--- config.mk ---
export PLATFORM = sky130hd
export DESIGN_NAME = osp_cell
export DESIGN_NICKNAME = d
export VERILOG_FILES = /design/src/rtl/osp_pkg.sv /design/src/rtl/osp_cell.sv
export SDC_FILE = /design/constraint.sdc
export NUM_CORES = 1
export LEC_CHECK = 0
export BUFFER_PORTS_ARGS = -buffer_cell sky130_fd_sc_hd__buf_2
export CORE_MARGIN = 2
export CORE_UTILIZATION = 43
export DETAILED_ROUTE_END_ITERATION = 6
export PLACE_DENSITY = 0.76
export REMOVE_ABC_BUFFERS = 1
export SLEW_MARGIN = 20
export SYNTH_ARGS = -nofsm -noshare
export SYNTH_HDL_FRONTEND = slang
export SYNTH_SLANG_ARGS = --single-unit
--- constraint.sdc ---
create_clock -name clk -period 3.4 [get_ports clk]
set_input_delay 0.68 -clock clk [delete_from_list [all_inputs] [get_ports clk]]
set_output_delay 0.68 -clock clk [all_outputs]
set_load 0.03 [all_outputs]
--- src/rtl/osp_pkg.sv ---
// Shared types and constants for the ordered set engine.
package osp_pkg;

  localparam int DEF_CAPACITY  = 64;
  localparam int DEF_KEY_WIDTH = 32;

  localparam int OP_W        = 3;
  localparam int KEY_PORT_W  = 32;
  localparam int IN_TDATA_W  = 40;
  localparam int OUT_TDATA_W = 40;

  typedef enum logic [OP_W-1:0] {
    OP_INSERT = 3'd0,
    OP_DELETE = 3'd1,
    OP_EXISTS = 3'd2,
    OP_SUCC   = 3'd3,
    OP_PRED   = 3'd4
  } op_t;

  typedef enum logic [1:0] {
    ST_IDLE,
    ST_SCAN,
    ST_RESOLVE
  } state_t;

  // Control part of the search token that walks the chain
  typedef struct packed {
    logic active;
    op_t  op;
    logic hit;
    logic free_found;
    logic have;
  } tok_ctl_t;

  // Store update issued once a search has finished
  typedef struct packed {
    logic set;
    logic clr;
  } wr_cmd_t;

endpackage

--- src/rtl/osp_cell.sv ---
// One slot of the set: stored key and valid bit, plus one stage of the search token path.
module osp_cell import osp_pkg::*; #(
  parameter int KEY_WIDTH = DEF_KEY_WIDTH,
  parameter int IDX_W     = 6,
  parameter int INDEX     = 0
) (
  input  logic                        clk,
  input  logic                        rst,
  input  tok_ctl_t                    in_ctl,
  input  logic signed [KEY_WIDTH-1:0] in_key,
  input  logic        [IDX_W-1:0]     in_hit_idx,
  input  logic        [IDX_W-1:0]     in_free_idx,
  input  logic signed [KEY_WIDTH-1:0] in_best,
  output tok_ctl_t                    out_ctl,
  output logic signed [KEY_WIDTH-1:0] out_key,
  output logic        [IDX_W-1:0]     out_hit_idx,
  output logic        [IDX_W-1:0]     out_free_idx,
  output logic signed [KEY_WIDTH-1:0] out_best,
  input  wr_cmd_t                     wr,
  input  logic        [IDX_W-1:0]     wr_idx,
  input  logic signed [KEY_WIDTH-1:0] wr_key
);

  localparam logic [IDX_W-1:0] MY_IDX = IDX_W'(INDEX);

  logic signed [KEY_WIDTH-1:0] slot_key;
  logic                        slot_valid;

  tok_ctl_t                    ctl_next;
  logic        [IDX_W-1:0]     hit_idx_next;
  logic        [IDX_W-1:0]     free_idx_next;
  logic signed [KEY_WIDTH-1:0] best_next;
  logic                        match;
  logic                        above;
  logic                        below;

  assign match = slot_valid && (slot_key == in_key);
  assign above = slot_valid && (slot_key > in_key);
  assign below = slot_valid && (slot_key < in_key);

  always_comb begin
    ctl_next      = in_ctl;
    hit_idx_next  = in_hit_idx;
    free_idx_next = in_free_idx;
    best_next     = in_best;
    if (in_ctl.active) begin
      if (match) begin
        ctl_next.hit = 1'b1;
        hit_idx_next = MY_IDX;
      end
      // first empty slot along the chain is the lowest free one
      if (!slot_valid && !in_ctl.free_found) begin
        ctl_next.free_found = 1'b1;
        free_idx_next       = MY_IDX;
      end
      case (in_ctl.op)
        OP_SUCC: begin
          if (above && (!in_ctl.have || slot_key < in_best)) begin
            ctl_next.have = 1'b1;
            best_next     = slot_key;
          end
        end
        OP_PRED: begin
          if (below && (!in_ctl.have || slot_key > in_best)) begin
            ctl_next.have = 1'b1;
            best_next     = slot_key;
          end
        end
        default: begin
        end
      endcase
    end
  end

  always_ff @(posedge clk) begin
    if (rst) begin
      out_ctl    <= '0;
      slot_valid <= 1'b0;
    end else begin
      out_ctl <= ctl_next;
      if (wr.set && wr_idx == MY_IDX) begin
        slot_valid <= 1'b1;
      end else if (wr.clr && wr_idx == MY_IDX) begin
        slot_valid <= 1'b0;
      end
    end
  end

  always_ff @(posedge clk) begin
    out_key      <= in_key;
    out_hit_idx  <= hit_idx_next;
    out_free_idx <= free_idx_next;
    out_best     <= best_next;
    if (wr.set && wr_idx == MY_IDX) begin
      slot_key <= wr_key;
    end
  end

endmodule

==> impl_metrics.yaml, run 1 <==
sta:
  finalSetupViolCount: 0
  skew_ns: 0.0112
  slew-limit-headroom_pct: 53.2
  worst_slew_pin_slew_ns: 0.700
  hold_viol_final: 0
  worst_slack_ns: 0.119
  min_period_ns: 3.28
  fmax_mhz: 305
  drv_slew: 0
  min_period_over_period_pct: 96.5
global_routing:
  grt_pass1_vias: 4240
  gr-total-overflow: 0
  antenna_found_initial: 0
  grt_pass1_wl_um: 19800
  grt_usage_pct: 20.6
  grt_max_degree: 33
cts:
  numCtsBuffers: 17
  clk_latency_ns: 0.41
  clkSlewWorstSetupHoldPaths_ns: 0.05
  htreeDepth: 4
  clk_path_buf_depth: 2
  cts_tree: "done"
  clkSinkCount: 116
  root_buffer: "clkbuf_16"
run:
  maxCapViolations: 0
final_layout:
  fin_cells: 821
  areaGrowthSynthToFinish_pct: 40.2
  num_antenna_cells: 0
  layout.nets: 854
  final_cell_mix: "buf_2, dfxtp_1, inv_1"
  drive_gt1_share_pct: 43.2
  layout_commonest_cell: "buf_2"
floorplan:
  coreArea_um2: 11300
  num_rows: 39
  pin_count: 208
  die_h_um: 111
  die-area_um2: 12300
  die_w_um: 111
  start_util_pct: 43.5
routing:
  first_pass_iters: 4
  dr.max_layer_used: "met4"
  vias: 3964
  drt_wl_total_um: 12500
  met2_length_um: 6320
  ant_nets: 0
  routedLengthMet1_um: 5080
  wl_met3_um: 863
  post_drt_via_cell_ratio: 4.83
  wl_per_cell_um: 15.3
  drc_errors: 0
  drt-initial-drc-count: 101
logic_synthesis:
  synth_top_area_cell: "dfxtp_1"
  syn_area_per_cell_um2: 11.7
  synth_cells: 422
  yosysWarnings: 0
  synth_top_area_share_pct: 34.1
  synth_area_um2: 4930
  async_flop_share_pct: 0
  synth_cell_type_count: 37
  ys_ff_latch: 116
  seq_area_frac_synth_pct: 53.6
  synth_area_leaders: "dfxtp_1, edfxtp_1, ha_1"
  synthFlopType: "dfxtp_1"
  synth_edf_count: 32
critical_path:
  crit_required_ns: 3.69
  path_class: "register to register"
  crit_fanout: 8
  cp-start-kind: "register"
  cp.arrival_ns: 3.57
  end_kind: "register"
pwr:
  ir_worst_vdd_mv: 0.392
  power_mw: 3.58
  powerDensity_nw_per_um2: 519
  p_leak_nw: 3.46
outcome:
  outcome: "completed"
placed_design:
  pre_cts_ws_ns: -0.364
  place_hpwl_um: 9550
  io_buffers: 207
  dp.cells: 782
  gp_congestion: 0.834
worst_hold_path:
  hold_class: "input port to register"
[layer usage]
metal / global-route usage, % / vias to the layer above
met4: 8.23 / 0
met3: 7.60 / 25
met5: 0 / -
met2: 36.8 / 154
met1: 22.1 / 1811
li1: - / 1974
[area by class of cell]
type	count	area (um^2)
Clock buffer	29	562
Clock inverter	3	15.0
Fill cell	944	4410
Inverter	68	255
Multi-Input combinational cell	235	2010
Sequential cell	116	2640
Tap cell	143	179
Timing Repair Buffer	227	1250
[critical path, stage by stage (launching register included)]
cell and delay (ns):
edfxtp_1 0.42, ha_1 0.31, nor2b_1 0.15, o211ai_1 0.17, a2111oi_1 0.11, or4b_4 0.53, a211oi_2 0.32, mux2_4 0.36
a21oi_4 0.14, buf_4 0.16, buf_12 0.14, mux2_2 0.34
[state kept, by name (all words and copies together), names as in the netlist]
signal / cells
out_best: 32
out_ctl: 7
out_free_idx: 6
out_hit_idx: 6
out_key: 32
slot_key: 32
slot_valid: 1
[path summary, 6_finish.rpt]
| kind | cells past startpoint | start | slack, ns | to |
|---|---|---|---|---|
| worst max-delay path | 11 | slot_key[1] | 0.12 | out_best[17] |
| worst min-delay path | 1 | in_key[1] | 0.38 | out_key[1] |
| worst max register to register | 11 | slot_key[1] | 0.12 | out_best[17] |
| worst min register to register | 1 | slot_key[0] | 0.52 | out_best[0] |
[repair_timing]
| action | 4_1_cts | 5_1_grt |
|---|---|---|
| pin swaps | 1 | 2 |
| setup endpoints to repair | 2 | 32 |
| gates cloned | 0 | 2 |
| gates resized for setup | 0 | 4 |
| buffers inserted | 0 | 5 |
| hold buffers | 0 | 0 |
[metrics by stage]
stage	hold WS, ns	utilization (%)	TNS [ns]	cell area (um^2)
final	0.381	61.0	0	6910
after CTS	0.362	60.1	0	6810
after global routing	0.359	61.0	-0.0949	6910
after global placement	0.492	55.0	-5.35	6230
after floorplan	0.475	-	-8.26	4890
after detailed placement	0.493	55.0	-10.74	6230
[report_power, final]
group	internal (mW)	switching (mW)
sequential	1.48	0.0159
clock	1.11	0.582
combinational	0.161	0.238
[cells in the mapped netlist, types with 2 or more instances]
cell and instances:
dfxtp_1 84, inv_1 68, ha_1 64, edfxtp_1 32
mux2_2 32, a21oi_1 27, nand4_1 16, nand2_1 14
nor2b_1 13, nand3_1 9, nor2_1 9, o21ai_0 7
a21o_1 6, and2_1 6, a211oi_1 4, buf_6 3
o21a_1 3, nand4b_1 2, nor3_1 2, nor3b_1 2
nor4_1 2, o211ai_1 2
[cell families after synthesis]
kind of cell / synth area share [%]
simple gates: 9.12
buf+inv: 5.87
mux: 7.82
compound gates: 7.31
flops: 53.6
fa+ha+maj: 16.3
Power figures use the tool's default switching activity.
==> run 2: changes to the inputs <==
- CORE_UTILIZATION: 43 -> 52
- PLACE_DENSITY: 0.76 -> 0.86
- clock period: 3.4 -> 3.78 ns (I/O delays scaled with it)
==> run 2 against run 1 <==
  * Worst hold slack lost 0.018 ns
  * Total power shrank 12%
  * Clock power shrank 15%
  * Sequential power shrank 10%
  * Combinational power shrank 11%
  * Worst setup slack gained 0.27 ns
  * Global-route usage grew 3.9 points
  * Maximum frequency shrank 3.1%
  * Critical path type unchanged
  * Critical endpoint is now out_best[27]
  * Highest routed layer unchanged
==> impl_metrics.yaml, run 2 (synthesis gave the netlist of run 1 again) <==
outcome:
  outcome: "completed"
critical_path:
  cp-start-kind: "register"
  endpoint: "out_best[27]"
  path_delay_family: "multiplexers"
  reg2regPathDepth: 10
  slowest_delay_ns: 0.59
  path_class: "register to register"
  end_kind: "register"
  rr_endpoint: "out_best[27]"
  crit_slowest_cell: "or4b_1"
  crit_chain: "ha_1 -> nor2b_1 -> o211ai_1 -> a2111oi_0 -> or4b_1 -> a211oi_2 -> mux2_2 -> a21oi_4 -> buf_12 -> mux2_2"
  r2r-start: "slot_key[1]"
  crit_top_cell: "mux2_2"
  worstSetupStartpoint: "slot_key[1]"
  crit_required_ns: 4.16
  crit_fanout: 30
  path_depth: 10
  cp.arrival_ns: 3.77
  worst-path-buf-inv: 1
  rrSetupSlack_ns: 0.39
global_routing:
  grt_usage_pct: 24.5
  antenna_found_initial: 0
  grt_pass1_vias: 4133
  grt_max_degree: 31
  met1_usage_pct: 26.6
  gr-total-overflow: 0
  grt_pass1_wl_um: 19200
  grtUsageMet2_pct: 45.8
  use_met3_pct: 6.56
  gr-max-usage-layer: "met2"
sta:
  fmax_mhz: 295
  finalSetupViolCount: 0
  slew-limit-headroom_pct: 52.9
  hold_viol_final: 0
  rsz0062_at_grt: "no"
  min_period_ns: 3.39
  min_period_over_period_pct: 89.6
  worst_slew_pin_slew_ns: 0.706
  drv_slew: 0
  worst_slack_ns: 0.394
  skew_ns: 0.0137
final_layout:
  fillers: 683
  multi_input_area_um2: 2000
  final_cell_mix: "buf_2, dfxtp_1, inv_1"
  layout_commonest_cell: "buf_2"
  drive_gt1_share_pct: 41.7
  regArea_um2: 2640
  num_antenna_cells: 0
  areaGrowthSynthToFinish_pct: 35.0
  fin_area_um2: 6650
  final_util_pct: 72.3
  layout.nets: 838
  fin_cells: 773
  top_regs: "out_best (32), out_key (32), slot_key (32)"
placed_design:
  place_hpwl_um: 9580
  dpl_cell_area_um2: 6110
  pre_cts_ws_ns: -0.0473
  dp.cells: 741
  gp_congestion: 0.897
  io_buffers: 207
cts:
  numCtsBuffers: 17
  ctsHoldBuffers: 0
  post_cts_buffers: 0
  cts_resized: 0
  htreeDepth: 4
  clk_latency_ns: 0.51
  clk_path_buf_depth: 2
  clkSinkCount: 116
  clkSlewWorstSetupHoldPaths_ns: 0.06
  root_buffer: "clkbuf_8"
  cts_tree: "done"
pwr:
  power_mw: 3.14
  ir_worst_vdd_mv: 0.404
  p_leak_nw: 3.35
  powerDensity_nw_per_um2: 472
routing:
  wl_per_cell_um: 16.0
  first_pass_iters: 4
  ant_nets: 0
  drc_errors: 0
  drt-initial-drc-count: 89
  drt_wl_total_um: 12400
  post_drt_via_cell_ratio: 5.13
  vias: 3965
run:
  maxCapViolations: 0
floorplan:
  die_w_um: 101
  die-area_um2: 10300
  start_util_pct: 53.6
  num_rows: 35
  coreArea_um2: 9200
  die_h_um: 101
  pin_count: 208
worst_hold_path:
  hold_class: "input port to register"
  holdPathStages: 1
run 2: worst min-delay path by stage:
stage	start	end
CTS	in_key[5]	out_key[5]
global placement	slot_key[0]	out_best[0]
global route	in_key[29]	out_key[29]
detailed placement	slot_key[0]	out_best[0]
floorplan	slot_key[0]	out_best[0]
finish	in_key[13]	out_key[13]
run 2: worst reg2reg max path, stage by stage, from the launching register on:
cell and delay [ns]:
edfxtp_1 0.44, ha_1 0.33, nor2b_1 0.14, o211ai_1 0.15, a2111oi_0 0.11, or4b_1 0.59
a211oi_2 0.34, mux2_2 0.41, a21oi_4 0.16, buf_12 0.24, mux2_2 0.37
run 2: per-layer routing:
metal	part of all wire [%]	vias to the layer above	wire, um
li1	-	1939	-
met4	1.1	0	131
met2	53	157	6550
met1	39	1859	4860
met5	0	-	0
met3	6.8	10	843
run 2: through the flow:
| step | hold WS (ns) | setup TNS (ns) |
|---|---|---|
| after floorplan | 0.475 | 0 |
| final | 0.363 | 0 |
| after global placement | 0.491 | 0 |
| after CTS | 0.350 | 0 |
| after detailed placement | 0.506 | -0.972 |
| after global routing | 0.341 | 0 |
run 2: report_power, final:
group	internal (mW)	total [mW]	leakage (nW)	switching, mW
clock	0.893	1.44	0.275	0.548
sequential	1.33	1.34	0.996	0.0134
combinational	0.140	0.356	2.08	0.216
total	2.36	3.14	3.35	0.777
run 2: layout make-up:
class,instances,area share [%]
clock inverters,8,0.715
well taps,111,2.09
multi-input cells,235,30.0
repair buffers,211,16.2
clock buffers,24,7.39
flip-flops and latches,116,39.7
inverters,68,3.84
==> run 3: changes to the inputs <==
- ABC_AREA: not set -> 1
- CORE_UTILIZATION: 52 -> 55
==> run 3 against run 2 <==
  * Die area increased by 21%
  * Non-clock buffer count grew 9
  * Final area up 22%
  * Utilization shrank 1.2 points
  * Register-to-register slack improved by 0.38 ns
  * Routed wire length increased by 38%
  * Flip-flop and latch count did not move
  * Maximum frequency rose by 12%
  * Combinational power increased by 41%
  * Critical path depth up 9
  * Worst setup slack better by 0.35 ns
  * First-iteration DRC count grew to 5.6 times the previous value
  * Highest routed layer unchanged
==> impl_metrics.yaml, run 3 <==
outcome:
  outcome: "completed"
sta:
  worst_slack_ns: 0.747
  setup_tns_ns: 0
  worst_slew_pin_slew_ns: 0.768
  rsz0062_at_grt: "no"
  drv_slew: 0
  min_period_ns: 3.03
  min_period_over_period_pct: 80.2
  finalSetupViolCount: 0
  slew-limit-headroom_pct: 48.8
  holdWs_ns: 0.449
  skew_ns: 0.00811
  fmax_mhz: 330
  hold_viol_final: 0
logic_synthesis:
  synth_cells: 849
  synth-simple-area-share_pct: 30.8
  synthMuxAreaShare_pct: 0
  synth_area_leaders: "dfxtp_1, nand2_1, edfxtp_1"
  syn_area_per_cell_um2: 7.50
  synth-xor-area-share_pct: 0
  synth_cell_type_count: 27
  yosys-top-cells-count: "nand2_1, nand3_1, inv_1"
  synth_edf_count: 32
  yosysWarnings: 0
  yosys.area_share.adder_pct: 12.6
  ys_ff_latch: 116
  synthFlopType: "dfxtp_1"
  async_flop_share_pct: 0
  synth_top_area_share_pct: 26.4
  yosysMostFrequentCell: "nand2_1"
  synth_compound_area_share_pct: 4.30
  synth_top_area_cell: "dfxtp_1"
  synth_area_um2: 6370
  synth_top_family_by_area: "simple AND/OR/NAND/NOR gates"
  seq_area_frac_synth_pct: 41.5
routing:
  drt_wl_total_um: 17100
  first_pass_iters: 6
  wl_per_cell_um: 14.0
  drt-initial-drc-count: 494
  vias: 6274
  routedLengthMet1_um: 6450
  met2_length_um: 8620
  drc_errors: 0
  ant_nets: 0
  dr.max_layer_used: "met4"
  post_drt_via_cell_ratio: 5.17
  wl_met3_um: 1630
critical_path:
  crit_chain: "buf_2 -> inv_1 -> ha_1 -> nand2_1 -> inv_1 -> nor2_1 -> o21a_1 -> nand2_1 -> a21oi_1 -> nand2_1 -> nand2_1 -> nand2_2 -> nor2_4 -> nand2_4 -> nand2_1 -> nand3_1 -> nand2_1 -> nand2_1 -> nand2_1"
  worst-path-buf-inv: 3
  slowest_delay_ns: 0.39
  path_class: "input port to register"
  crit_top_cell: "nand2_1"
  crit_slowest_cell: "ha_1"
  crit_fanout: 33
  end_kind: "register"
  crit_required_ns: 4.14
  path_delay_family: "simple AND/OR/NAND/NOR gates"
  cp.arrival_ns: 3.39
  reg2regPathDepth: 17
  cp-start-kind: "input port"
  path_depth: 19
cts:
  clkSlewWorstSetupHoldPaths_ns: 0.05
  cts_resized: 0
  clkSinkCount: 116
  htreeDepth: 4
  post_cts_buffers: 0
  numCtsBuffers: 17
  clk_latency_ns: 0.42
  ctsHoldBuffers: 0
  root_buffer: "clkbuf_16"
  clk_path_buf_depth: 2
  cts_tree: "done"
final_layout:
  areaGrowthSynthToFinish_pct: 27.0
  fin_area_um2: 8090
  multi_input_area_um2: 3050
  final_util_pct: 71.1
  fin_cells: 1214
  layout.nets: 1245
  fillers: 904
  top_regs: "out_best (32), out_key (32), slot_key (32)"
  layout_commonest_cell: "nand2_1"
  regArea_um2: 2640
  final_cell_mix: "nand2_1, buf_2, nand3_1"
  drive_gt1_share_pct: 25.0
placed_design:
  io_buffers: 207
  dpl_cell_area_um2: 7500
  pre_cts_ws_ns: 0.473
  gp_congestion: 0.880
  place_hpwl_um: 11900
  dp.cells: 1180
floorplan:
  die_w_um: 112
  num_rows: 39
  die-area_um2: 12500
  start_util_pct: 56.0
  coreArea_um2: 11400
  pin_count: 208
  die_h_um: 112
global_routing:
  grt_max_degree: 37
  antenna_found_initial: 2
  gr-total-overflow: 0
  grt_usage_pct: 27.6
  grt_pass1_wl_um: 27600
  grt_pass1_vias: 6018
worst_hold_path:
  hold_class: "input port to register"
  holdPathStages: 1
pwr:
  powerDensity_nw_per_um2: 422
  power_mw: 3.42
  ir_worst_vdd_mv: 0.447
  p_leak_nw: 4.58
run:
  maxCapViolations: 0
run 3: cell types whose count changed after synthesis, moves of 4 or more:
cell	before	now
nand3_1	9	134
a21oi_1	27	33
a211oi_1	4	0
nand4_1	16	5
and2_1	6	0
nor2_1	9	27
inv_1	68	133
nand2_1	14	273
mux2_2	32	0
clkbuf_1	0	11
nand2_2	0	4
buf_2	0	12
nor2b_1	13	0
run 3: power breakdown:
group	switching (mW)	leakage [nW]	internal (mW)	total [mW]
Sequential	0.0172	0.995	1.34	1.36
Clock	0.587	0.288	0.973	1.56
Combinational	0.330	3.30	0.171	0.501
Total	0.934	4.58	2.48	3.42
run 3: final timing paths:
| kind | start | endpoint | slack [ns] |
|---|---|---|---|
| max | in_key[31] | out_best[30] | 0.75 |
| max reg2reg | slot_key[31] | out_best[30] | 0.77 |
| min | in_key[18] | out_key[18] | 0.45 |
| min reg2reg | slot_valid | slot_valid | 0.52 |
run 3: cells by family (layout without fill, tap and decap cells):
family	Yosys count	after routing
adders and majority gates	64	64
AOI/OAI and AO/OA	50	50
and+or+nand+nor	454	454
other	0	2
DFF	116	116
buffers and inverters	165	385
run 3: routing by layer:
metal | vias up | track usage, %
met5 | - | 0
met4 | 0 | 10.6
met3 | 37 | 8.17
met2 | 302 | 48.1
met1 | 2807 | 32.2
li1 | 3128 | -
run 3: worst register-to-register path, delay by kind of cell, from the launching register on:
kind	cells	cell delay, ns
adder cells (fa/ha/maj)	1	0.40
AO/OA/AOI/OAI	2	0.35
flip-flops	1	0.44
buffers and inverters	1	0.04
AND/OR/NAND/NOR	13	1.73
run 3: final cells by class:
cell class / count / area share (%)
antenna: 2 / 0.0619
tap: 143 / 2.21
sequential: 116 / 32.7
inverter: 133 / 6.17
clock buffer: 20 / 5.91
multi-input combinational: 568 / 37.7
timing repair buffer: 220 / 14.0
clock inverter: 12 / 1.24
